## config.mk

```make
export PLATFORM = sky130hd
export DESIGN_NAME = pfpt_gain
export DESIGN_NICKNAME = d
export VERILOG_FILES = /design/src/hw/rtl/pfpt_pkg.sv /design/src/hw/rtl/pfpt_gain.sv
export SDC_FILE = /design/constraint.sdc
export NUM_CORES = 2
export LEC_CHECK = 0
export BUFFER_PORTS_ARGS = -buffer_cell sky130_fd_sc_hd__buf_2
export CORE_MARGIN = 3
export CORE_UTILIZATION = 34
export CTS_BUF_LIST = sky130_fd_sc_hd__clkbuf_16
export CTS_CLUSTER_SIZE = 30
export DETAILED_ROUTE_END_ITERATION = 10
export PLACE_DENSITY_LB_ADDON = 0.25
export SYNTH_ARGS = -nofsm -noshare
export SYNTH_HDL_FRONTEND = slang
export SYNTH_SLANG_ARGS = --single-unit
```

## constraint.sdc

```tcl
create_clock -name aclk -period 9.2 [get_ports aclk]
set_input_delay 1.84 -clock aclk [delete_from_list [all_inputs] [get_ports aclk]]
set_output_delay 1.84 -clock aclk [all_outputs]
set_load 0.005 [all_outputs]
```

## src/hw/rtl/pfpt_pkg.sv

```systemverilog
// Shared types, constants and the arctangent table for the planar pose transform.
package pfpt_pkg;

    // Field widths
    localparam int POS_W          = 32;
    localparam int ANG_W          = 16;
    localparam int ANGLE_BITS_DEF = 16;

    // Datapath widths: guard bits, rotator word, gain split, product, rounded result
    localparam int GUARD  = 6;
    localparam int XW     = 42;
    localparam int LOW_W  = 21;
    localparam int HIGH_W = XW - LOW_W;
    localparam int FW     = 24;
    localparam int PW     = 68;
    localparam int RSHIFT = 29;
    localparam int RW     = 37;

    // Gain correction in Q23, and unity for pass-through items
    localparam logic [FW-1:0] GAIN_Q23  = 24'd5094007;
    localparam logic [FW-1:0] UNITY_Q23 = 24'd8388608;

    // Transform commands
    typedef enum logic [1:0] {
        CMD_TO_CHILD  = 2'd0,
        CMD_TO_PARENT = 2'd1,
        CMD_INVERT    = 2'd2,
        CMD_PASS      = 2'd3
    } cmd_t;

    // Configuration register indexes
    typedef enum logic [1:0] {
        REG_FRAME_X     = 2'd0,
        REG_FRAME_Y     = 2'd1,
        REG_FRAME_THETA = 2'd2
    } reg_idx_t;

    // Sideband that rides along the rotator chain
    typedef struct packed {
        cmd_t             cmd;
        logic [ANG_W-1:0] heading;
    } tag_t;

    // One finished result item
    typedef struct packed {
        logic [POS_W-1:0] x;
        logic [POS_W-1:0] y;
        logic [ANG_W-1:0] heading;
        logic             sat;
    } res_t;

    // atan(2^-i) as 32-bit fractions of a turn
    localparam logic [31:0] ATAN_TURNS [32] = '{
        32'h20000000, 32'h12E4051E, 32'h09FB385B, 32'h051111D4, 32'h028B0D43,
        32'h0145D7E1, 32'h00A2F61E, 32'h00517C55, 32'h0028BE53, 32'h00145F2F,
        32'h000A2F98, 32'h000517CC, 32'h00028BE6, 32'h000145F3, 32'h0000A2FA,
        32'h0000517D, 32'h000028BE, 32'h0000145F, 32'h00000A30, 32'h00000518,
        32'h0000028C, 32'h00000146, 32'h000000A3, 32'h00000051, 32'h00000029,
        32'h00000014, 32'h0000000A, 32'h00000005, 32'h00000003, 32'h00000001,
        32'h00000001, 32'h00000000
    };

    // Table entry rounded half-up onto an ab-bit angle grid, in grid units
    function automatic logic [31:0] atan_step(input int idx, input int ab);
        logic [32:0] s;
        s = {1'b0, ATAN_TURNS[idx]} + (33'd1 << (31 - ab));
        return 32'(s >> (32 - ab));
    endfunction

endpackage

```

## src/hw/rtl/pfpt_gain.sv

```systemverilog
// Gain correction: split multiply, then recombine and round back to Q16.16.
module pfpt_gain (
    input  logic                            aclk,
    input  logic                            aresetn,
    input  logic                            en,
    input  logic                            in_valid,
    input  logic signed [pfpt_pkg::XW-1:0]  in_x,
    input  logic signed [pfpt_pkg::XW-1:0]  in_y,
    input  pfpt_pkg::tag_t                  in_tag,
    output logic                            out_valid,
    output logic signed [pfpt_pkg::RW-1:0]  out_x,
    output logic signed [pfpt_pkg::RW-1:0]  out_y,
    output pfpt_pkg::tag_t                  out_tag
);

    localparam int LPW = pfpt_pkg::LOW_W + pfpt_pkg::FW + 2;
    localparam int HPW = pfpt_pkg::HIGH_W + pfpt_pkg::FW + 1;
    localparam logic signed [pfpt_pkg::PW-1:0] RND = pfpt_pkg::PW'(1) <<< (pfpt_pkg::RSHIFT - 1);

    logic signed [pfpt_pkg::FW:0]   factor;
    logic signed [pfpt_pkg::PW-1:0] sum_x;
    logic signed [pfpt_pkg::PW-1:0] sum_y;

    logic                           v1_reg;
    logic signed [LPW-1:0]          xlo_reg, xlo_next;
    logic signed [HPW-1:0]          xhi_reg, xhi_next;
    logic signed [LPW-1:0]          ylo_reg, ylo_next;
    logic signed [HPW-1:0]          yhi_reg, yhi_next;
    pfpt_pkg::tag_t                 tag1_reg;

    logic                           v2_reg;
    logic signed [pfpt_pkg::RW-1:0] rx_reg, rx_next;
    logic signed [pfpt_pkg::RW-1:0] ry_reg, ry_next;
    pfpt_pkg::tag_t                 tag2_reg;

    // Stage 1: partial products against the gain (unity for pass-through)
    assign factor = $signed({1'b0, (in_tag.cmd == pfpt_pkg::CMD_PASS) ?
                             pfpt_pkg::UNITY_Q23 : pfpt_pkg::GAIN_Q23});

    always_comb begin
        xlo_next = LPW'($signed({1'b0, in_x[pfpt_pkg::LOW_W-1:0]})) * LPW'(factor);
        xhi_next = HPW'($signed(in_x[pfpt_pkg::XW-1:pfpt_pkg::LOW_W])) * HPW'(factor);
        ylo_next = LPW'($signed({1'b0, in_y[pfpt_pkg::LOW_W-1:0]})) * LPW'(factor);
        yhi_next = HPW'($signed(in_y[pfpt_pkg::XW-1:pfpt_pkg::LOW_W])) * HPW'(factor);
    end

    // Stage 2: recombine, round half up, drop guard and gain fraction bits
    always_comb begin
        sum_x   = (pfpt_pkg::PW'(xhi_reg) <<< pfpt_pkg::LOW_W) + pfpt_pkg::PW'(xlo_reg) + RND;
        sum_y   = (pfpt_pkg::PW'(yhi_reg) <<< pfpt_pkg::LOW_W) + pfpt_pkg::PW'(ylo_reg) + RND;
        rx_next = sum_x[pfpt_pkg::RSHIFT +: pfpt_pkg::RW];
        ry_next = sum_y[pfpt_pkg::RSHIFT +: pfpt_pkg::RW];
    end

    always_ff @(posedge aclk) begin
        if (!aresetn) begin
            v1_reg <= 1'b0;
            v2_reg <= 1'b0;
        end else if (en) begin
            v1_reg <= in_valid;
            v2_reg <= v1_reg;
        end
    end

    always_ff @(posedge aclk) begin
        if (en) begin
            xlo_reg  <= xlo_next;
            xhi_reg  <= xhi_next;
            ylo_reg  <= ylo_next;
            yhi_reg  <= yhi_next;
            tag1_reg <= in_tag;
            rx_reg   <= rx_next;
            ry_reg   <= ry_next;
            tag2_reg <= tag1_reg;
        end
    end

    assign out_valid = v2_reg;
    assign out_x     = rx_reg;
    assign out_y     = ry_reg;
    assign out_tag   = tag2_reg;

endmodule

```

After elaboration in Yosys (flattened, before gate mapping)
Index checks and enable logic that the tools add are counted.
{"block": "word_totals", "register_bits": 292, "in_bits": 106, "out_inout_bits": 93, "word_cells": 22}
{"block": "op_classes", "addsub": 4, "multipliers": 4, "n_eq_ne": 1, "muxes": 1}
{"cell": "66-bit by 30-bit adder with 66-bit output (second input constant)", "count": 2}
{"cell": "66-bit by 46-bit adder with 66-bit output", "count": 2}
{"cell": "21-bit by 24-bit multiplier with 45-bit output", "count": 2}
{"cell": "21-bit by 25-bit multiplier with 45-bit output", "count": 2}
{"cell": "24-bit two-way mux", "count": 1}
{"cell": "2-bit == test (second input constant)", "count": 1}

Logic depth before layout (Yosys ltp)
{"block": "depth", "depth_word": 3, "mapped_depth": 31, "ltp_nobuf": 27}

Least setup slack after synthesis
OpenSTA, ideal clock, no wires.
{"block": "synth_path", "path_type": "input -> register", "from": "input in_tag[16] (netlist name)", "to": "register yhi_reg[44] (data pin)", "setup_ns": 0.268, "t_arrival_ns": 8.632, "t_required_ns": 8.932, "slack_ns": 0.300, "cell_stages": 29, "n_path_buf": 4, "path_cell_list": "nand2_1 > clkbuf_1 > clkbuf_1 > clkbuf_1 > nand2_1 > inv_1 > ha_1 > fa_1 > inv_1 > fa_1 > inv_1 > fa_1 > inv_1 > fa_1 > fa_1 > inv_1 > fa_1 > ha_1 > clkbuf_1 > a21o_1 > a21o_1 > a21oi_1 > o21ai_0 > or3_1 > o211ai_1 > a41oi_2 > o22ai_1 > o41ai_1 > xnor2_1"}
{"block": "synth_between", "elab_chain_cells": 3}
{"element": "start: declaration", "line_no": "pfpt_gain.sv:9", "source": "input pfpt_pkg::tag_t in_tag,"}
{"element": "2-bit == test", "line_no": "pfpt_gain.sv:37", "source": "assign factor = $signed({1'b0, (in_tag.cmd == pfpt_pkg::CMD_PASS) ?"}
{"element": "24-bit two-way mux", "line_no": "pfpt_gain.sv:37"}
{"element": "21-bit by 25-bit multiplier with 45-bit output", "line_no": "pfpt_gain.sv:44", "source": "yhi_next = HPW'($signed(in_y[pfpt_pkg::XW-1:pfpt_pkg::LOW_W])) * HPW'(factor);"}
{"element": "named net yhi_next[44]", "line_no": "pfpt_gain.sv:28", "source": "logic signed [HPW-1:0] yhi_reg, yhi_next;"}
{"element": "end signal: assignment", "line_no": "pfpt_gain.sv:70", "source": "yhi_reg <= yhi_next;"}
{"element": "end: declaration", "line_no": "pfpt_gain.sv:28"}
The timed path passes the listed nets, and every way through them passes these cells.
A chain may end at the register's enable or synchronous reset.

Final worst setup path
{"block": "layout_path", "from": "input in_tag[16] (netlist name)", "to": "register ylo_reg[43] (data pin)"}
{"block": "layout_between", "elab_chain_cells": 3}
{"element": "2-bit == test", "line_no": "pfpt_gain.sv:37"}
{"element": "24-bit two-way mux", "line_no": "pfpt_gain.sv:37"}
{"element": "21-bit by 24-bit multiplier with 45-bit output", "line_no": "pfpt_gain.sv:43", "source": "ylo_next = LPW'($signed({1'b0, in_y[pfpt_pkg::LOW_W-1:0]})) * LPW'(factor);"}
{"element": "named net ylo_next[43]", "line_no": "pfpt_gain.sv:27", "source": "logic signed [LPW-1:0] ylo_reg, ylo_next;"}
{"element": "end signal: assignment", "line_no": "pfpt_gain.sv:69", "source": "ylo_reg <= ylo_next;"}
{"element": "end: declaration", "line_no": "pfpt_gain.sv:27"}
The timed path passes the listed nets, and every way through them passes these cells.

==> flow_summary.ini <==
[clock_tree]
cts_sinks = 250
postCtsHoldBufs = 0
cts_made_buffers = 37
clock_path_buffers = 3
htree_levels = 2
root_buffer = clkbuf_16
cts_tree = done
cts_setup_buffers = 0
clk_latency_ns = 0.61
cts-resized-gates = 0
clk_pin_slew_ns = 0.09

[yosys]
synth-main-ff-cell = edfxtp_1
ys_seq_elements = 250
ys_warn_count = 0
synth-seq-area-share = 0.1506
synth_edf_count = 248
avgSynthCellArea_sq_um = 10.63
synth_area_sq_um = 49710
synthCells = 4676
synth_cell_types = 73
async_reset_ff_frac = 0

[finish]
final_cells = 7017
drive_gt1_frac = 0.08583
syn2layout_area_growth_pct = 11.80
n_fill_cell = 14325
fin_area_sq_um = 55580
final_nets = 6977
post-route-util = 0.3850

[drt]
drc = 0
via_count = 32317
wl_um = 135300
wl_per_cell_um = 19.28
firstDrtPassIters = 5
postRouteAntennaNets = 0
viasPerCell = 4.606
drt_iter0_drc = 1566

[setup_path]
arrival_ns = 9.10
cp-end-kind = flip-flop
crit_path_max_fanout = 33
r2r_cells = 12
path_class = in2reg
startpoint_type = input pin
cp_data_required_time_ns = 9.68
r2r_slack_ns = 4.84

[sta]
postLayoutSetupSlackWorst_ns = 0.5786
clock.fmax_mhz = 116.0
min_period_over_period = 0.9371
slew_violations = 0
hold_violations = 0
finalSetupViolations = 0
fin_crit_ns = 8.621
rsz0062_at_grt = false
relSlewSlack = 0.3887
finalClockSkew_ns = 0.04576
worst-slew-pin-transition_ns = 0.9114

[status]
status = completed

[grt]
grt_usage = 0.1837
antenna_found_initial = 24
grt_overflow = 0
grt_pass1_vias = 35445
grt_pass1_wl_um = 210000
grt_max_degree = 120

[floorplanning]
ios = 199
fp.dieH_um = 388.4
initial_utilization = 0.3444
fp.dieW_um = 388.4
die-area_sq_um = 150800
rows = 139
core_sq_um = 144400

[flow_run]
maxCapViolCount = 0

[min_path]
hp-class = reg2reg
min_path_cells = 0

[placed_design]
finalWeightedCongestion = 0.9358
port-buffer-count = 198
dpl-instance-area_sq_um = 54320
placed_cells_incl_taps = 6939
pre_cts_ws_ns = -0.05571
dp_hpwl_um = 121800
cells in the final DEF, fill, tap and decap left out, types with 8 or more instances in the layout:
master and n:
diode_2 11, nor2_1 102, buf_4 145, nor2b_1 20, o21bai_1 15, o21a_1 18, a21o_1 110, o211ai_1 8
or2_2 18, buf_2 197, a211o_1 8, nand2b_1 26, edfxtp_1 248, a21oi_1 156, xor2_1 65, xnor2_1 143
a211oi_1 12, and3_1 67, nand3_1 45, a31oi_1 15, conb_1 59, nor3_1 21, inv_1 1336, o21ai_0 68
clkbuf_16 37, fa_1 910, nand2_1 174, and2_1 50, ha_1 886, nand4_1 24
cell type report:
class	count	area (sq um)	area share
antenna	11	27.53	0.0004953
inverter	1329	4989	0.08975
tap	1903	2381	0.04284
sequential	250	7487	0.1347
multi-input combinational	3110	37290	0.6709
timing repair buffer	347	2170	0.03904
clock inverter	30	309.0	0.005560
clock buffer	37	925.9	0.01666
final timing paths:
check                     from          end
setup / recovery    in_tag[16]  ylo_reg[43]
hold / removal    tag1_reg[14]  out_tag[14]
setup reg to reg    yhi_reg[2]    out_y[20]
hold reg to reg   tag1_reg[14]  out_tag[14]
layer usage:
metal | wire length [um] | up-vias | GRT usage
met5 | 50 | - | 0
met4 | 2678 | 8 | 0.03728
met3 | 7897 | 118 | 0.03686
met2 | 59590 | 670 | 0.2876
met1 | 65060 | 16063 | 0.2638
li1 | - | 15458 | -
through the flow:
step           setup TNS, ns  hold WS [ns]
2_1_floorplan              0        0.4003
5_1_grt                    0        0.4204
3_5_place_dp        -0.06498        0.4052
6_report                   0        0.4157
3_3_place_gp               0        0.4005
4_1_cts                    0        0.4179
kinds of logic (layout without fill, tap and decap cells):
kind of cell / count (synthesis) / count (layout) / synth area share
fa+ha+maj: 1797 / 1797 / 0.5897
buf+inv: 1373 / 1743 / 0.1037
simple gates: 575 / 575 / 0.05739
compound gates: 469 / 469 / 0.06141
flops: 250 / 250 / 0.1506
xor+xnor: 208 / 208 / 0.03665
other cells: 2 / 70 / 0.0001511
mux: 2 / 2 / 0.0004027
cell usage after synthesis (8+ instances only):
cell | instances | share of area
o211ai_1 | 8 | 0.0012
a211o_1 | 8 | 0.0014
nand3_1 | 45 | 0.0045
and3_1 | 67 | 0.0084
o21bai_1 | 15 | 0.0023
xnor2_1 | 143 | 0.025
fa_1 | 910 | 0.37
a211oi_1 | 12 | 0.0018
xor2_1 | 65 | 0.011
nor2_1 | 102 | 0.0077
edfxtp_1 | 248 | 0.15
nand2b_1 | 26 | 0.0033
clkbuf_1 | 42 | 0.0032
o21a_1 | 18 | 0.0027
a21o_1 | 110 | 0.017
nand4_1 | 24 | 0.0030
nand2_1 | 175 | 0.013
and2_1 | 51 | 0.0064
o21ai_0 | 68 | 0.0068
ha_1 | 886 | 0.22
nor3_1 | 21 | 0.0021
nor2b_1 | 20 | 0.0025
or2_2 | 18 | 0.0023
a21oi_1 | 156 | 0.016
a31oi_1 | 15 | 0.0019
inv_1 | 1329 | 0.10
worst max-delay path: stages:
cell	delay, ns
buf_2	0.12
nand2_4	0.12
buf_12	0.19
and2_1	0.22
fa_1	0.60
inv_1	0.08
fa_1	0.50
fa_1	0.41
inv_1	0.08
fa_1	0.45
fa_1	0.46
fa_1	0.52
inv_1	0.06
fa_1	0.49
inv_1	0.04
ha_1	0.30
nand4_1	0.12
nor2_1	0.19
o311a_1	0.21
a211oi_2	0.10
a211oi_2	0.54
o21ai_2	0.17
o41ai_2	0.45
o21ai_1	0.21
or4b_1	0.49
nand4_1	0.08
Power is left out: the tool's default activity adds up to more than one toggle a clock period on the data nets, which glitch-free logic cannot reach.
