==> src/hw/rtl/pfpt_pkg.sv <==
// Shared types, constants and the arctangent table for the planar pose transform.
package pfpt_pkg;

    // Field widths
    localparam int POS_W          = 32;
    localparam int ANG_W          = 16;
    localparam int ANGLE_BITS_DEF = 16;

    // Datapath widths: guard bits, rotator word, gain split, product, rounded result
    localparam int GUARD  = 6;
    localparam int XW     = 42;
    localparam int LOW_W  = 21;
    localparam int HIGH_W = XW - LOW_W;
    localparam int FW     = 24;
    localparam int PW     = 68;
    localparam int RSHIFT = 29;
    localparam int RW     = 37;

    // Gain correction in Q23, and unity for pass-through items
    localparam logic [FW-1:0] GAIN_Q23  = 24'd5094007;
    localparam logic [FW-1:0] UNITY_Q23 = 24'd8388608;

    // Transform commands
    typedef enum logic [1:0] {
        CMD_TO_CHILD  = 2'd0,
        CMD_TO_PARENT = 2'd1,
        CMD_INVERT    = 2'd2,
        CMD_PASS      = 2'd3
    } cmd_t;

    // Configuration register indexes
    typedef enum logic [1:0] {
        REG_FRAME_X     = 2'd0,
        REG_FRAME_Y     = 2'd1,
        REG_FRAME_THETA = 2'd2
    } reg_idx_t;

    // Sideband that rides along the rotator chain
    typedef struct packed {
        cmd_t             cmd;
        logic [ANG_W-1:0] heading;
    } tag_t;

    // One finished result item
    typedef struct packed {
        logic [POS_W-1:0] x;
        logic [POS_W-1:0] y;
        logic [ANG_W-1:0] heading;
        logic             sat;
    } res_t;

    // atan(2^-i) as 32-bit fractions of a turn
    localparam logic [31:0] ATAN_TURNS [32] = '{
        32'h20000000, 32'h12E4051E, 32'h09FB385B, 32'h051111D4, 32'h028B0D43,
        32'h0145D7E1, 32'h00A2F61E, 32'h00517C55, 32'h0028BE53, 32'h00145F2F,
        32'h000A2F98, 32'h000517CC, 32'h00028BE6, 32'h000145F3, 32'h0000A2FA,
        32'h0000517D, 32'h000028BE, 32'h0000145F, 32'h00000A30, 32'h00000518,
        32'h0000028C, 32'h00000146, 32'h000000A3, 32'h00000051, 32'h00000029,
        32'h00000014, 32'h0000000A, 32'h00000005, 32'h00000003, 32'h00000001,
        32'h00000001, 32'h00000000
    };

    // Table entry rounded half-up onto an ab-bit angle grid, in grid units
    function automatic logic [31:0] atan_step(input int idx, input int ab);
        logic [32:0] s;
        s = {1'b0, ATAN_TURNS[idx]} + (33'd1 << (31 - ab));
        return 32'(s >> (32 - ab));
    endfunction

endpackage

==> src/hw/rtl/pfpt_prep.sv <==
// Input stage: picks offset and angle per command, folds quadrants, adds guard bits.
module pfpt_prep #(
    parameter int ANGLE_BITS = pfpt_pkg::ANGLE_BITS_DEF
) (
    input  logic                                aclk,
    input  logic                                aresetn,
    input  logic                                en,
    input  logic                                in_valid,
    input  pfpt_pkg::cmd_t                      in_cmd,
    input  logic signed [pfpt_pkg::POS_W-1:0]   in_x,
    input  logic signed [pfpt_pkg::POS_W-1:0]   in_y,
    input  logic [pfpt_pkg::ANG_W-1:0]          in_heading,
    input  logic signed [pfpt_pkg::POS_W-1:0]   frame_x,
    input  logic signed [pfpt_pkg::POS_W-1:0]   frame_y,
    input  logic [pfpt_pkg::ANG_W-1:0]          frame_theta,
    output logic                                out_valid,
    output logic signed [pfpt_pkg::XW-1:0]      out_x,
    output logic signed [pfpt_pkg::XW-1:0]      out_y,
    output logic signed [ANGLE_BITS+1:0]        out_z,
    output pfpt_pkg::tag_t                      out_tag
);

    localparam int ZW = ANGLE_BITS + 2;
    localparam int DW = pfpt_pkg::POS_W + 2;

    logic [pfpt_pkg::ANG_W-1:0]   rot_ang;
    logic [pfpt_pkg::ANG_W-1:0]   head_next;
    logic [31:0]                  ang32;
    logic [ANGLE_BITS-1:0]        zt;
    logic [ANGLE_BITS-1:0]        zf;
    logic                         fold;
    logic signed [DW-1:0]         ox;
    logic signed [DW-1:0]         oy;
    logic signed [DW-1:0]         xe;
    logic signed [DW-1:0]         ye;
    logic signed [DW-1:0]         dx;
    logic signed [DW-1:0]         dy;

    logic                         valid_reg;
    logic signed [pfpt_pkg::XW-1:0] x_reg, x_next;
    logic signed [pfpt_pkg::XW-1:0] y_reg, y_next;
    logic signed [ZW-1:0]         z_reg, z_next;
    pfpt_pkg::tag_t               tag_reg, tag_next;

    // Rotation angle and resulting heading per command
    always_comb begin
        rot_ang   = '0;
        head_next = in_heading;
        ox        = '0;
        oy        = '0;
        case (in_cmd)
            pfpt_pkg::CMD_TO_CHILD: begin
                rot_ang   = pfpt_pkg::ANG_W'(0) - frame_theta;
                head_next = in_heading - frame_theta;
                ox        = DW'(frame_x);
                oy        = DW'(frame_y);
            end
            pfpt_pkg::CMD_TO_PARENT: begin
                rot_ang   = frame_theta;
                head_next = in_heading + frame_theta;
            end
            pfpt_pkg::CMD_INVERT: begin
                rot_ang   = pfpt_pkg::ANG_W'(0) - in_heading;
                head_next = pfpt_pkg::ANG_W'(0) - in_heading;
            end
            default: begin
                rot_ang   = '0;
                head_next = in_heading;
            end
        endcase
    end

    // Truncate to the angle grid; quadrants 2 and 3 get a half turn and a negated vector
    assign ang32 = {rot_ang, 16'd0};
    assign zt    = ang32[31 -: ANGLE_BITS];
    assign fold  = zt[ANGLE_BITS-1] ^ zt[ANGLE_BITS-2];
    assign zf    = {zt[ANGLE_BITS-1] ^ fold, zt[ANGLE_BITS-2:0]};

    // Offset removal and fold in one add/subtract
    assign xe = DW'(in_x);
    assign ye = DW'(in_y);
    assign dx = fold ? (ox - xe) : (xe - ox);
    assign dy = fold ? (oy - ye) : (ye - oy);

    always_comb begin
        x_next       = pfpt_pkg::XW'(dx) <<< pfpt_pkg::GUARD;
        y_next       = pfpt_pkg::XW'(dy) <<< pfpt_pkg::GUARD;
        z_next       = ZW'($signed(zf));
        tag_next.cmd = in_cmd;
        tag_next.heading = head_next;
    end

    always_ff @(posedge aclk) begin
        if (!aresetn) begin
            valid_reg <= 1'b0;
        end else if (en) begin
            valid_reg <= in_valid;
        end
    end

    always_ff @(posedge aclk) begin
        if (en) begin
            x_reg   <= x_next;
            y_reg   <= y_next;
            z_reg   <= z_next;
            tag_reg <= tag_next;
        end
    end

    assign out_valid = valid_reg;
    assign out_x     = x_reg;
    assign out_y     = y_reg;
    assign out_z     = z_reg;
    assign out_tag   = tag_reg;

endmodule

==> config.mk <==
export PLATFORM = sky130hd
export DESIGN_NAME = pfpt_prep
export DESIGN_NICKNAME = d
export VERILOG_FILES = /design/src/hw/rtl/pfpt_pkg.sv /design/src/hw/rtl/pfpt_prep.sv
export SDC_FILE = /design/constraint.sdc
export NUM_CORES = 1
export LEC_CHECK = 0
export BUFFER_PORTS_ARGS = -buffer_cell sky130_fd_sc_hd__buf_4
export CORE_ASPECT_RATIO = 1.75
export CORE_MARGIN = 2
export CORE_UTILIZATION = 40
export DETAILED_ROUTE_END_ITERATION = 10
export GPL_TIMING_DRIVEN = 0
export SKIP_CTS_REPAIR_TIMING = 1
export SLEW_MARGIN = 10
export SYNTH_ARGS = -nofsm -noshare
export SYNTH_HDL_FRONTEND = slang
export SYNTH_SLANG_ARGS = --single-unit
export TNS_END_PERCENT = 50
==> constraint.sdc <==
create_clock -name aclk -period 6.95 [get_ports aclk]
set_input_delay 0.695 -clock aclk [delete_from_list [all_inputs] [get_ports aclk]]
set_output_delay 0.695 -clock aclk [all_outputs]
set_load 0.01 [all_outputs]
After elaboration in Yosys (flattened, before gate mapping)
Cells that the tools add are included.

Output and inout bits: 121. Logic and storage cells: 25. Input bits: 166. Flip-flop bits (word level): 103.

Reductions and logical operators: 1. Mux-type cells: 6. $add $sub $neg: 8. Bitwise gates (word level): 2. Equality and inequality tests: 2.

Operator list (count): $mux W34 (4); $pmux W16 S3 (2); $sub A32 B34 Y34 (2); $sub A34 B32 Y34 (2); $sub A1 B16 Y16 const A (2); $add A16 B16 Y16 (1); $sub A16 B16 Y16 (1); $eq A2 B1 Y1 const B (1); $eq A2 B2 Y1 const B (1); $logic_not A2 Y1 (1); $xor A1 B1 Y1 (2).

Longest topological paths before layout
Gate-level depths: netlist (run 1).

Word-level depth: 4. Depth in mapped cells: 18. Depth with buffers taken out: 16.

Least setup slack after synthesis (run 1)
Ideal clock, no wire load.

Path type: input to register. Start: in in_cmd[1]. End: reg y_reg, in the netlist out_y[33] (data pin). Path buffers: 4. Required time: 6.690 ns. Arrival time: 4.032 ns. Path slack: 2.658 ns. Cell stages on the path: 18. Setup time: 0.260 ns. Cell sequence: clkbuf_1 -> clkbuf_1 -> nor2_1 -> clkbuf_1 -> nand2_1 -> inv_1 -> ha_1 -> clkbuf_1 -> a21oi_1 -> nor2b_1 -> or3_1 -> o41ai_1 -> o211ai_1 -> a31oi_1 -> o21ai_0 -> nand3_1 -> o31ai_2 -> xnor2_1.

Cells in the longest elaborated chain, start to end: 4. Elaborated cells between the ends (all ways): 9. Classes of those cells: add/sub (2); eq/ne (2); mux (3); bitwise (1); reduce/logical (1).

RTL lines: start: declaration (RTL line pfpt_prep.sv:9) `input pfpt_pkg::cmd_t in_cmd,`; $logic_not A2 Y1, or another cell as far along (RTL line pfpt_prep.sv:51) `case (in_cmd)`; $mux W34 / $pmux W16 S3 (equally long branches) (RTL line pfpt_prep.sv:51); $sub A32 B34 Y34, or another cell as far along (RTL line pfpt_prep.sv:83) `assign dy = fold ? (oy - ye) : (ye - oy);`; $mux W34 (*) (RTL line pfpt_prep.sv:83); named net dy[27] (RTL line pfpt_prep.sv:37) `logic signed [DW-1:0] dy;`; end signal: assignment (RTL line pfpt_prep.sv:104) `y_reg <= y_next;`; end: declaration (RTL line pfpt_prep.sv:41) `logic signed [pfpt_pkg::XW-1:0] y_reg, y_next;`.

Mark *: on every way through the listed nets, which the timed path passes. The rest lies on a longest branch. A chain may end at the register's enable or synchronous reset.

Worst setup path in the final report (run 1)
Start: in in_cmd[1]. End: reg y_reg, in the netlist out_y[32] (data pin).

Same word-level chain as after synthesis.

==> run_results.csv, run 1 <==
group,metric,value,unit
run_status,status,"finished clean",
timing,fin_ws,0.405,ns
clocking,root_buffer,"clkbuf_16",
clocking,cts_max_level,3,
min_path,hp-class,"in -> reg",
critical_path,cpMostUsedCell,"clkbuf_1",
timing,whs,0.488,ns
timing,setup_violations,0,
synthesis,netlist_instances,1627,
finish,syn_to_final_growth,22.1,%
power_and_ir_drop,power,0.00256,W
clocking,cts_buffers,9,
synthesis,synthDistinctLibCells,76,
timing,fin_crit,6.54,ns
power_and_ir_drop,power.density,163,mW/mm2
synthesis,synth_flop_cell,"edfxtp_1",
power_and_ir_drop,p_clk_frac,0.201,
timing,final_hold_viol_count,0,
critical_path,arrival,6.76,ns
timing,min_period_over_period,0.942,
critical_path,critPathSlowestCell,"nor2_1",
power_and_ir_drop,combPwrFrac,0.469,
drt,drc,0,
drt,drt_wl_total,49.2,mm
placed_design,gp_congestion,0.975,
synthesis,synth_edf_count,101,
timing,grt_setup_unrepaired,"no",
finish,fillers,3216,
power_and_ir_drop,seqPwrFrac,0.330,
global_route,grt_pass1_vias,13100,
finish,post-route-util,0.497,
global_route,antenna_found_initial,4,
clocking,clock_latency,0.39,ns
timing,timing.final.max_slew_violations,0,
power_and_ir_drop,leakage,7.79,nW
power_and_ir_drop,p_switching,0.000999,W
drt,wire_per_inst,21.2,um
drt,dr.first_iter.drc_count,615,
global_route,grt_first_pass_wirelength,73.9,mm
clocking,cts_tree,"done",
synthesis,ys_ff_latch,102,
clocking,cts.clk_slew.worst_paths,0.08,ns
drt,drtAntennaViolNets,0,
critical_path,cp-start-kind,"input pin",
drt,vias_per_cell,5.55,
timing,relSlewSlack,0.242,
global_route,grtUsageTotal,0.289,
placed_design,pre_cts_slack,0.0625,ns
placed_design,hpwlAfterDp,40.4,mm
die,core_area,0.0315,mm2
drt,first_pass_iters,7,
critical_path,cp_num_buf_inv,4,
synthesis,seq_area_frac_synth,0.238,
critical_path,path_cells,"buf_4, clkbuf_1, clkbuf_1, nor2_1, clkbuf_1, nand2_1, ha_1, fa_1, nor2b_1, o2111ai_1, a21oi_1, o2111ai_1, a21oi_1, a211oi_1, o31ai_1, mux2i_1, o21ai_2, xor2_1",
synthesis,mappedNetlistArea,0.0128,mm2
power_and_ir_drop,vdd_ir_drop_max,0.143,mV
power_and_ir_drop,internal-power,0.00156,W
run,maxCapViolCount,0,
global_route,grt_max_degree,103,
clocking,cts.sinks,102,
critical_path,cp.required,7.17,ns
critical_path,max_stage_delay,0.92,ns
synthesis,async_flop_share,0,
timing,tightest_slew,1.13,ns
die,num_rows,86,
timing,fmax,153,MHz
timing,finalSetupTns,0,ns
critical_path,endpoint_kind,"flip-flop",
clocking,cts_buffer_depth,2,
power_and_ir_drop,swShare,0.390,
die,boundaryPins,287,
timing,finClkSkew,0,ns
synthesis,synth_warnings,0,
die,die_y,241,um
die,die_x,139,um
critical_path,worst-path-max-fanout,10,
global_route,grt-ovfl-total,0,
critical_path,critical_path_class,"in -> reg",
synthesis,avgSynthCellArea,7.90,um2
finish,drive_gt1_frac,0.177,
critical_path,critPathTopFamily,"compound AO/OA/AOI/OAI gates",
finish,nets,2238,
drt,vias,12900,
die,die-area,0.0336,mm2
die,start_util,0.407,
placed_design,io_buffer_count,270,
==> final timing paths <==
path,to,from,cells after the start,slack [ns]
max,out_y[32],in_cmd[1],18,0.41
min,out_tag[16],in_cmd[0],1,0.49
max reg2reg,out_valid,out_valid,2,6.36
min reg2reg,out_valid,out_valid,2,0.52
==> worst register-to-register path, delay by kind of cell (launching register included) <==
kind / cells / cell delay (ns)
flip-flops: 1 / 0.31
multiplexers: 1 / 0.12
AND/OR/NAND/NOR: 1 / 0.06
==> per-stage QoR <==
step / instances / instance area, um2
floorplan: 1638 / 12900
global placement: 2304 / 15400
detailed placement: 2304 / 15400
CTS: 2319 / 15700
global route: 2323 / 15700
finish: 2323 / 15700
==> synthesized netlist by cell type (21+ instances only) <==
| master | count | area (um2) |
|---|---|---|
| nor3_1 | 35 | 175 |
| buf_4 | 23 | 173 |
| edfxtp_1 | 101 | 3030 |
| xnor2_1 | 58 | 508 |
| a31oi_1 | 23 | 144 |
| nor2_1 | 95 | 357 |
| xor2_1 | 55 | 482 |
| o21ai_0 | 111 | 556 |
| ha_1 | 148 | 1850 |
| nand4_1 | 21 | 131 |
| a21oi_1 | 152 | 761 |
| clkbuf_1 | 71 | 267 |
| nand2_1 | 162 | 608 |
| a21o_1 | 93 | 698 |
| inv_1 | 165 | 619 |
| mux2i_1 | 23 | 230 |
| nand3_1 | 29 | 145 |
| nor2b_1 | 32 | 200 |
==> power groups by stage <==
stage | clock, W | sequential [W] | combinational (W)
final | 0.000515 | 0.000844 | 0.00120
after global placement | 0 | 0.000857 | 0.00119
after detailed placement | 0 | 0.000858 | 0.00120
after global routing | 0.000542 | 0.000854 | 0.00131
after CTS | 0.000527 | 0.000846 | 0.00121
after floorplan | 0 | 0.000906 | 0.000640
==> flip-flops by register name, indices dropped and copies added (netlist names) <==
register,flops
out_tag,18
out_valid,1
out_z,15
out_y,34
out_x,34
==> layer usage <==
layer | vias to the layer above | share of wire | track usage
met4 | 0 | 0.064 | 0.193
met1 | 6012 | 0.34 | 0.271
li1 | 6281 | - | -
met2 | 453 | 0.55 | 0.574
met5 | - | 0 | 0
met3 | 141 | 0.047 | 0.0391
==> area by class of cell <==
type,count,area [um2],area share
clock inverter,3,21.3,0.00136
inverter,165,619,0.0395
sequential,102,3050,0.195
antenna,4,10.0,0.000638
timing repair buffer,270,2030,0.129
multi-input combinational,1264,8680,0.554
buffer,107,536,0.0341
clock buffer,12,236,0.0151
tap,396,495,0.0316
==> cells in the final DEF, fill, tap and decap left out, types with 4 or more instances in the layout <==
cell type  Yosys  layout
fa_1           5       5
nor4b_1        4       4
and3_1        13      13
nor4_1        10      10
a31oi_1       23      23
xnor2_1       58      58
nand4_1       21      21
a21oi_1      152     152
diode_2        0       4
nor2_1        95      95
buf_4         23     292
clkbuf_16      0       9
nand2b_1      13      13
mux2i_1       23      23
a211oi_1      12      12
o21bai_1      20      20
o211a_1        5       5
o21ai_0      111     111
xor2_1        55      55
o31ai_1        6       6
or2_2          4       4
ha_1         148     148
nand3_1       29      29
buf_1          5       5
o211ai_1      20      20
conb_1         1      12
buf_6          6       7
a21o_1        93      93
nor3b_1        5       5
nor3_1        35      35
and2_1         7       7
or3_1         12      12
edfxtp_1     101     101
nand2_1      162     162
o21a_1        12      12
a221oi_1       5       5
nor2b_1       32      32
inv_1        165     165
clkbuf_1      71      74
==> kinds of logic after synthesis <==
family / synth area share
AOI/OAI and AO/OA: 0.248
xor gates and xnor gates: 0.0770
adders and majority gates: 0.152
buffers and inverters: 0.0899
DFF: 0.238
muxes: 0.0188
other: 0.000292
and+or+nand+nor: 0.176
Power figures use the tool's default switching activity.
==> run 2, diff against run 1 <==
Settings changed: RECOVER_POWER set to 50.
==> run 2 against run 1 <==
Against the previous run: the flow now finishes with violations (max-capacitance violations, max-slew violations); cell count unchanged; maximum frequency decreased by 0.28%; critical path depth unchanged; critical endpoint unchanged; largest cell class unchanged.
==> run_results.csv, run 2 (synthesized netlist as in run 1, its figures left out) <==
group,metric,value,unit
placed_design,hpwlAfterDp,40.4,mm
clocking,cts.sinks,102,
timing,final_hold_viol_count,0,
timing,relSlewSlack,-2.94,
die,num_rows,86,
clocking,cts_buffer_depth,2,
clocking,root_buffer,"clkbuf_16",
critical_path,worst-path-max-fanout,10,
power_and_ir_drop,power,0.00253,W
die,die_y,241,um
drt,vias,12800,
placed_design,dpl_cell_area,0.0154,mm2
min_path,min-delay-start,"in_cmd[0]",
timing,min_period_over_period,0.944,
critical_path,r2r_slack,6.24,ns
die,core_area,0.0315,mm2
critical_path,arrival,6.78,ns
die,die_x,139,um
drt,dr.first_iter.drc_count,610,
min_path,hold_path_depth,1,
power_and_ir_drop,seqPwrFrac,0.336,
critical_path,crit_start,"in_cmd[1]",
global_route,busiest_layer,"met2",
drt,wire_per_inst,21.2,um
drt,drt_wl_total,49.2,mm
global_route,grt-ovfl-total,0,
min_path,hp-class,"in -> reg",
finish,multi_input_area,0.00868,mm2
critical_path,critPathSlowestCell,"nor2_1",
power_and_ir_drop,power.density,163,mW/mm2
finish,syn_to_final_growth,20.5,%
finish,design_area,0.0155,mm2
critical_path,r2r_cells,2,
finish,nets,2238,
placed_design,gp_congestion,0.975,
global_route,grt_max_degree,103,
critical_path,max_stage_delay,0.91,ns
clocking,cts_tree,"done",
drt,drtAntennaViolNets,0,
die,die-area,0.0336,mm2
finish,seq_area,0.00305,mm2
critical_path,critical_path_class,"in -> reg",
critical_path,timing.rr.end,"out_valid",
timing,fin_crit,6.56,ns
die,start_util,0.407,
timing,fmax,152,MHz
placed_design,io_buffer_count,270,
global_route,antenna_found_initial,4,
finish,drive_gt1_frac,0.149,
timing,grt_setup_unrepaired,"no",
critical_path,cp_num_buf_inv,4,
power_and_ir_drop,internal-power,0.00153,W
global_route,grtUsageMet2,0.574,
timing,tightest_slew,5.91,ns
critical_path,path_cells,"clkbuf_4, clkbuf_1, clkbuf_1, nor2_1, clkbuf_1, nand2_1, ha_1, fa_1, nor2b_1, o2111ai_1, a21oi_1, o2111ai_1, a21oi_1, a211oi_1, o31ai_1, mux2i_1, o21ai_2, xor2_1",
power_and_ir_drop,p_clk_frac,0.203,
finish,final_cell_mix,"buf_4, inv_1, nand2_1",
power_and_ir_drop,vdd_ir_drop_max,0.144,mV
timing,whs,0.510,ns
global_route,use_met3,0.0391,
critical_path,cp-start-kind,"input pin",
finish,fillers,3281,
drt,vias_per_cell,5.53,
die,boundaryPins,287,
power_and_ir_drop,combPwrFrac,0.461,
global_route,grt_first_pass_wirelength,73.9,mm
power_and_ir_drop,leakage,7.59,nW
timing,finClkSkew,0,ns
critical_path,cpMostUsedCell,"clkbuf_1",
finish,post-route-util,0.491,
timing,timing.final.max_slew_violations,103,
drt,drc,0,
critical_path,critPathTopFamily,"compound AO/OA/AOI/OAI gates",
global_route,grtUsageTotal,0.289,
min_path,min_to,"out_tag[16]",
critical_path,r2r-start,"out_valid",
clocking,cts.clk_slew.worst_paths,0.08,ns
run,maxCapViolCount,1,
clocking,cts_max_level,3,
critical_path,cp.required,7.17,ns
run_status,status,"finished with violations",
critical_path,endpoint_kind,"flip-flop",
global_route,grt_pass1_vias,13100,
run_status,violations,"max-capacitance violations, max-slew violations",
power_and_ir_drop,p_switching,0.000997,W
global_route,grtUsageMet1,0.271,
drt,first_pass_iters,4,
clocking,clock_latency,0.39,ns
finish,final_common_cell,"buf_4",
clocking,cts_buffers,9,
timing,finalSetupTns,0,ns
timing,setup_violations,0,
power_and_ir_drop,swShare,0.395,
[run 2: changes by cell type in the layout (fill, tap and decap cells not counted)]
cell	previous run	this run
clkbuf_4	0	2
clkbuf_1	74	127
buf_4	292	238
buf_6	7	6
[run 2: worst register-to-register path, delay by kind of cell, from the launching register on]
family,cells,cell delay (ns)
flops,1,0.33
mux,1,0.06
simple gates,1,0.24
[run 2: layout make-up]
cell class / instances / area share
antenna: 4 / 0.000647
buffer: 107 / 0.0346
clock buffer: 12 / 0.0153
clock inverter: 3 / 0.00137
inverter: 165 / 0.0400
multi-input combinational: 1264 / 0.561
sequential: 102 / 0.197
tap: 396 / 0.0320
timing repair buffer: 270 / 0.118
[run 2: per-stage QoR]
step	setup slack (ns)	instances
2_1_floorplan	2.66	1638
3_3_place_gp	0.0667	2304
3_5_place_dp	0.0625	2304
4_1_cts	0.440	2319
5_1_grt	0.139	2323
6_report	0.387	2323
[run 2: layer usage]
layer | up-vias | share of wire
li1 | 6282 | -
met1 | 5946 | 0.33
met2 | 472 | 0.56
met3 | 146 | 0.047
met4 | 0 | 0.064
met5 | - | 0
[run 2: worst max-delay path by stage]
stage,endpoint,slack [ns],cells past startpoint
floorplan,out_y[33],2.66,18
global placement,out_y[32],0.07,18
detailed placement,out_y[32],0.06,18
CTS,out_y[32],0.44,18
global route,out_y[32],0.14,18
finish,out_y[32],0.39,18
[run 2: power by group through the flow]
stage               logic (W)  registers, W  clock network (W)
global placement      0.00119      0.000857                  0
finish                0.00117      0.000848           0.000513
global route          0.00128      0.000859           0.000542
detailed placement    0.00120      0.000858                  0
floorplan            0.000640      0.000906                  0
CTS                   0.00121      0.000846           0.000527
==> run 3, diff against run 2 <==
Settings changed: CORE_UTILIZATION 40 to 61, PLACE_DENSITY set to 0.88.
==> run 3 against run 2 <==
Against the previous run: the run still ends with max-capacitance violations, max-slew violations left; routed wire length fell by 7.8%; first-iteration DRC count increased by 89%; register-to-register slack worse by 0.03 ns; final area fell by 1.2%; clock skew is the same; non-clock buffer count unchanged; cell count is 6.3% lower; maximum frequency is 9.7% higher; die area down 34%; critical endpoint is now out_y[37]; largest cell class unchanged.
==> run_results.csv, run 3 (synthesized netlist as in run 1, its figures left out) <==
group,metric,value,unit
min_path,hold_path_depth,1,
timing,final_hold_viol_count,0,
drt,dr.first_iter.drc_count,1152,
global_route,busiest_layer,"met2",
timing,grt_setup_unrepaired,"no",
timing,fin_ws,0.969,ns
die,die-area,0.0223,mm2
drt,vias,13500,
power_and_ir_drop,swShare,0.393,
min_path,min-delay-start,"in_cmd[1]",
global_route,antenna_found_initial,0,
critical_path,cp-start-kind,"input pin",
run,maxCapViolCount,1,
global_route,grt-ovfl-total,0,
clocking,cts_buffers,9,
power_and_ir_drop,combPwrFrac,0.462,
global_route,grt_max_degree,103,
clocking,cts_buffer_depth,2,
timing,min_period_over_period,0.861,
finish,fin_cells,2176,
finish,final_cell_mix,"buf_4, inv_1, nand2_1",
placed_design,pre_cts_slack,0.730,ns
timing,finClkSkew,0,ns
critical_path,arrival,6.10,ns
drt,vias_per_cell,6.22,
critical_path,r2r_slack,6.21,ns
placed_design,dp_cells,2160,
timing,finalSetupTns,0,ns
timing,fin_crit,5.98,ns
global_route,use_met3,0.0766,
finish,drive_gt1_frac,0.150,
critical_path,critPathSlowestCell,"nor2_1",
critical_path,endpoint_kind,"flip-flop",
critical_path,r2r_cells,2,
power_and_ir_drop,internal-power,0.00153,W
clocking,cts.sinks,102,
die,num_rows,70,
placed_design,hpwlAfterDp,35.8,mm
run_status,status,"finished with violations",
die,die_x,114,um
finish,final_common_cell,"buf_4",
clocking,cts_max_level,3,
global_route,grtUsageMet1,0.388,
power_and_ir_drop,vdd_ir_drop_max,0.108,mV
drt,drt_wl_total,45.4,mm
finish,multi_input_area,0.00868,mm2
die,core_area,0.0208,mm2
global_route,grt_pass1_vias,13700,
power_and_ir_drop,power.density,165,mW/mm2
critical_path,r2r-start,"out_valid",
run_status,violations,"max-capacitance violations, max-slew violations",
clocking,clock_latency,0.37,ns
die,boundaryPins,287,
timing,relSlewSlack,-2.87,
placed_design,dpl_cell_area,0.0152,mm2
timing,timing.final.max_slew_violations,103,
critical_path,worst-path-max-fanout,10,
power_and_ir_drop,leakage,7.59,nW
critical_path,timing.rr.end,"out_valid",
power_and_ir_drop,p_clk_frac,0.202,
min_path,hp-class,"in -> reg",
global_route,grtUsageMet2,0.721,
critical_path,path_cells,"clkbuf_4, clkbuf_1, clkbuf_1, nor2_1, clkbuf_1, nand2_1, inv_1, ha_1, clkbuf_1, a21oi_1, nor2b_1, or3_1, o41ai_1, o211ai_1, a31oi_1, o21ai_0, nand4_1, a22o_1, xnor2_1",
drt,wire_per_inst,20.9,um
timing,tightest_slew,5.80,ns
global_route,grtUsageTotal,0.401,
timing,setup_violations,0,
critical_path,max_stage_delay,0.89,ns
critical_path,cpMostUsedCell,"clkbuf_1",
finish,design_area,0.0153,mm2
die,die_y,196,um
power_and_ir_drop,seqPwrFrac,0.336,
finish,syn_to_final_growth,19.1,%
drt,first_pass_iters,5,
clocking,root_buffer,"clkbuf_16",
placed_design,io_buffer_count,270,
critical_path,critical_path_class,"in -> reg",
die,start_util,0.619,
finish,diodes,0,
finish,seq_area,0.00305,mm2
drt,drtAntennaViolNets,0,
finish,fillers,1729,
clocking,cts_tree,"done",
clocking,cts.clk_slew.worst_paths,0.08,ns
critical_path,cp.required,7.07,ns
global_route,grt_first_pass_wirelength,69.3,mm
min_path,min_to,"out_tag[17]",
power_and_ir_drop,p_switching,0.000992,W
finish,nets,2238,
timing,fmax,167,MHz
drt,drc,0,
placed_design,gp_congestion,0.995,
[run 3: worst max-delay path, delay by kind of cell]
family	cells	cell delay (ns)
buf+inv	6	1.43
xor+xnor	1	0.09
compound gates	6	1.97
simple gates	5	1.65
fa+ha+maj	1	0.23
[run 3: how the worst max path moves through the flow]
stage               slack (ns)  startpoint   endpoint
finish                    0.97   in_cmd[1]  out_y[37]
detailed placement        0.73   in_cmd[1]  out_y[37]
global route              0.76   in_cmd[1]  out_y[37]
CTS                       1.14   in_cmd[1]  out_y[37]
global placement          0.87   in_cmd[1]  out_x[35]
floorplan                 2.66   in_cmd[1]  out_y[33]
[run 3: metrics by stage]
| stage | hold WS [ns] | power, W | utilization |
|---|---|---|---|
| after global placement | 0.506 | 0.00200 | 0.734 |
| after floorplan | 0.538 | 0.00155 | - |
| after detailed placement | 0.520 | 0.00203 | 0.734 |
| after global routing | 0.526 | 0.00264 | 0.737 |
| final | 0.538 | 0.00253 | 0.737 |
| after CTS | 0.503 | 0.00254 | 0.747 |
[run 3: cell type report]
class | instances | area share
tap | 252 | 0.0206
buffer | 107 | 0.0350
sequential | 102 | 0.200
inverter | 165 | 0.0405
clock inverter | 6 | 0.00303
clock buffer | 10 | 0.0150
multi-input combinational | 1264 | 0.567
timing repair buffer | 270 | 0.119
[run 3: power groups by stage]
| stage | Combinational (W) | Sequential (W) | Clock [W] |
|---|---|---|---|
| 2_1_floorplan | 0.000640 | 0.000906 | 0 |
| 3_3_place_gp | 0.00115 | 0.000856 | 0 |
| 3_5_place_dp | 0.00117 | 0.000858 | 0 |
| 4_1_cts | 0.00118 | 0.000845 | 0.000513 |
| 5_1_grt | 0.00125 | 0.000856 | 0.000529 |
| 6_report | 0.00117 | 0.000848 | 0.000509 |
[run 3: metal layers]
layer	share of wire	routed length [um]	vias to the layer above
li1	-	-	6276
met1	0.33	14800	6215
met2	0.51	23000	803
met3	0.074	3340	249
met4	0.094	4270	0
met5	0	0	-
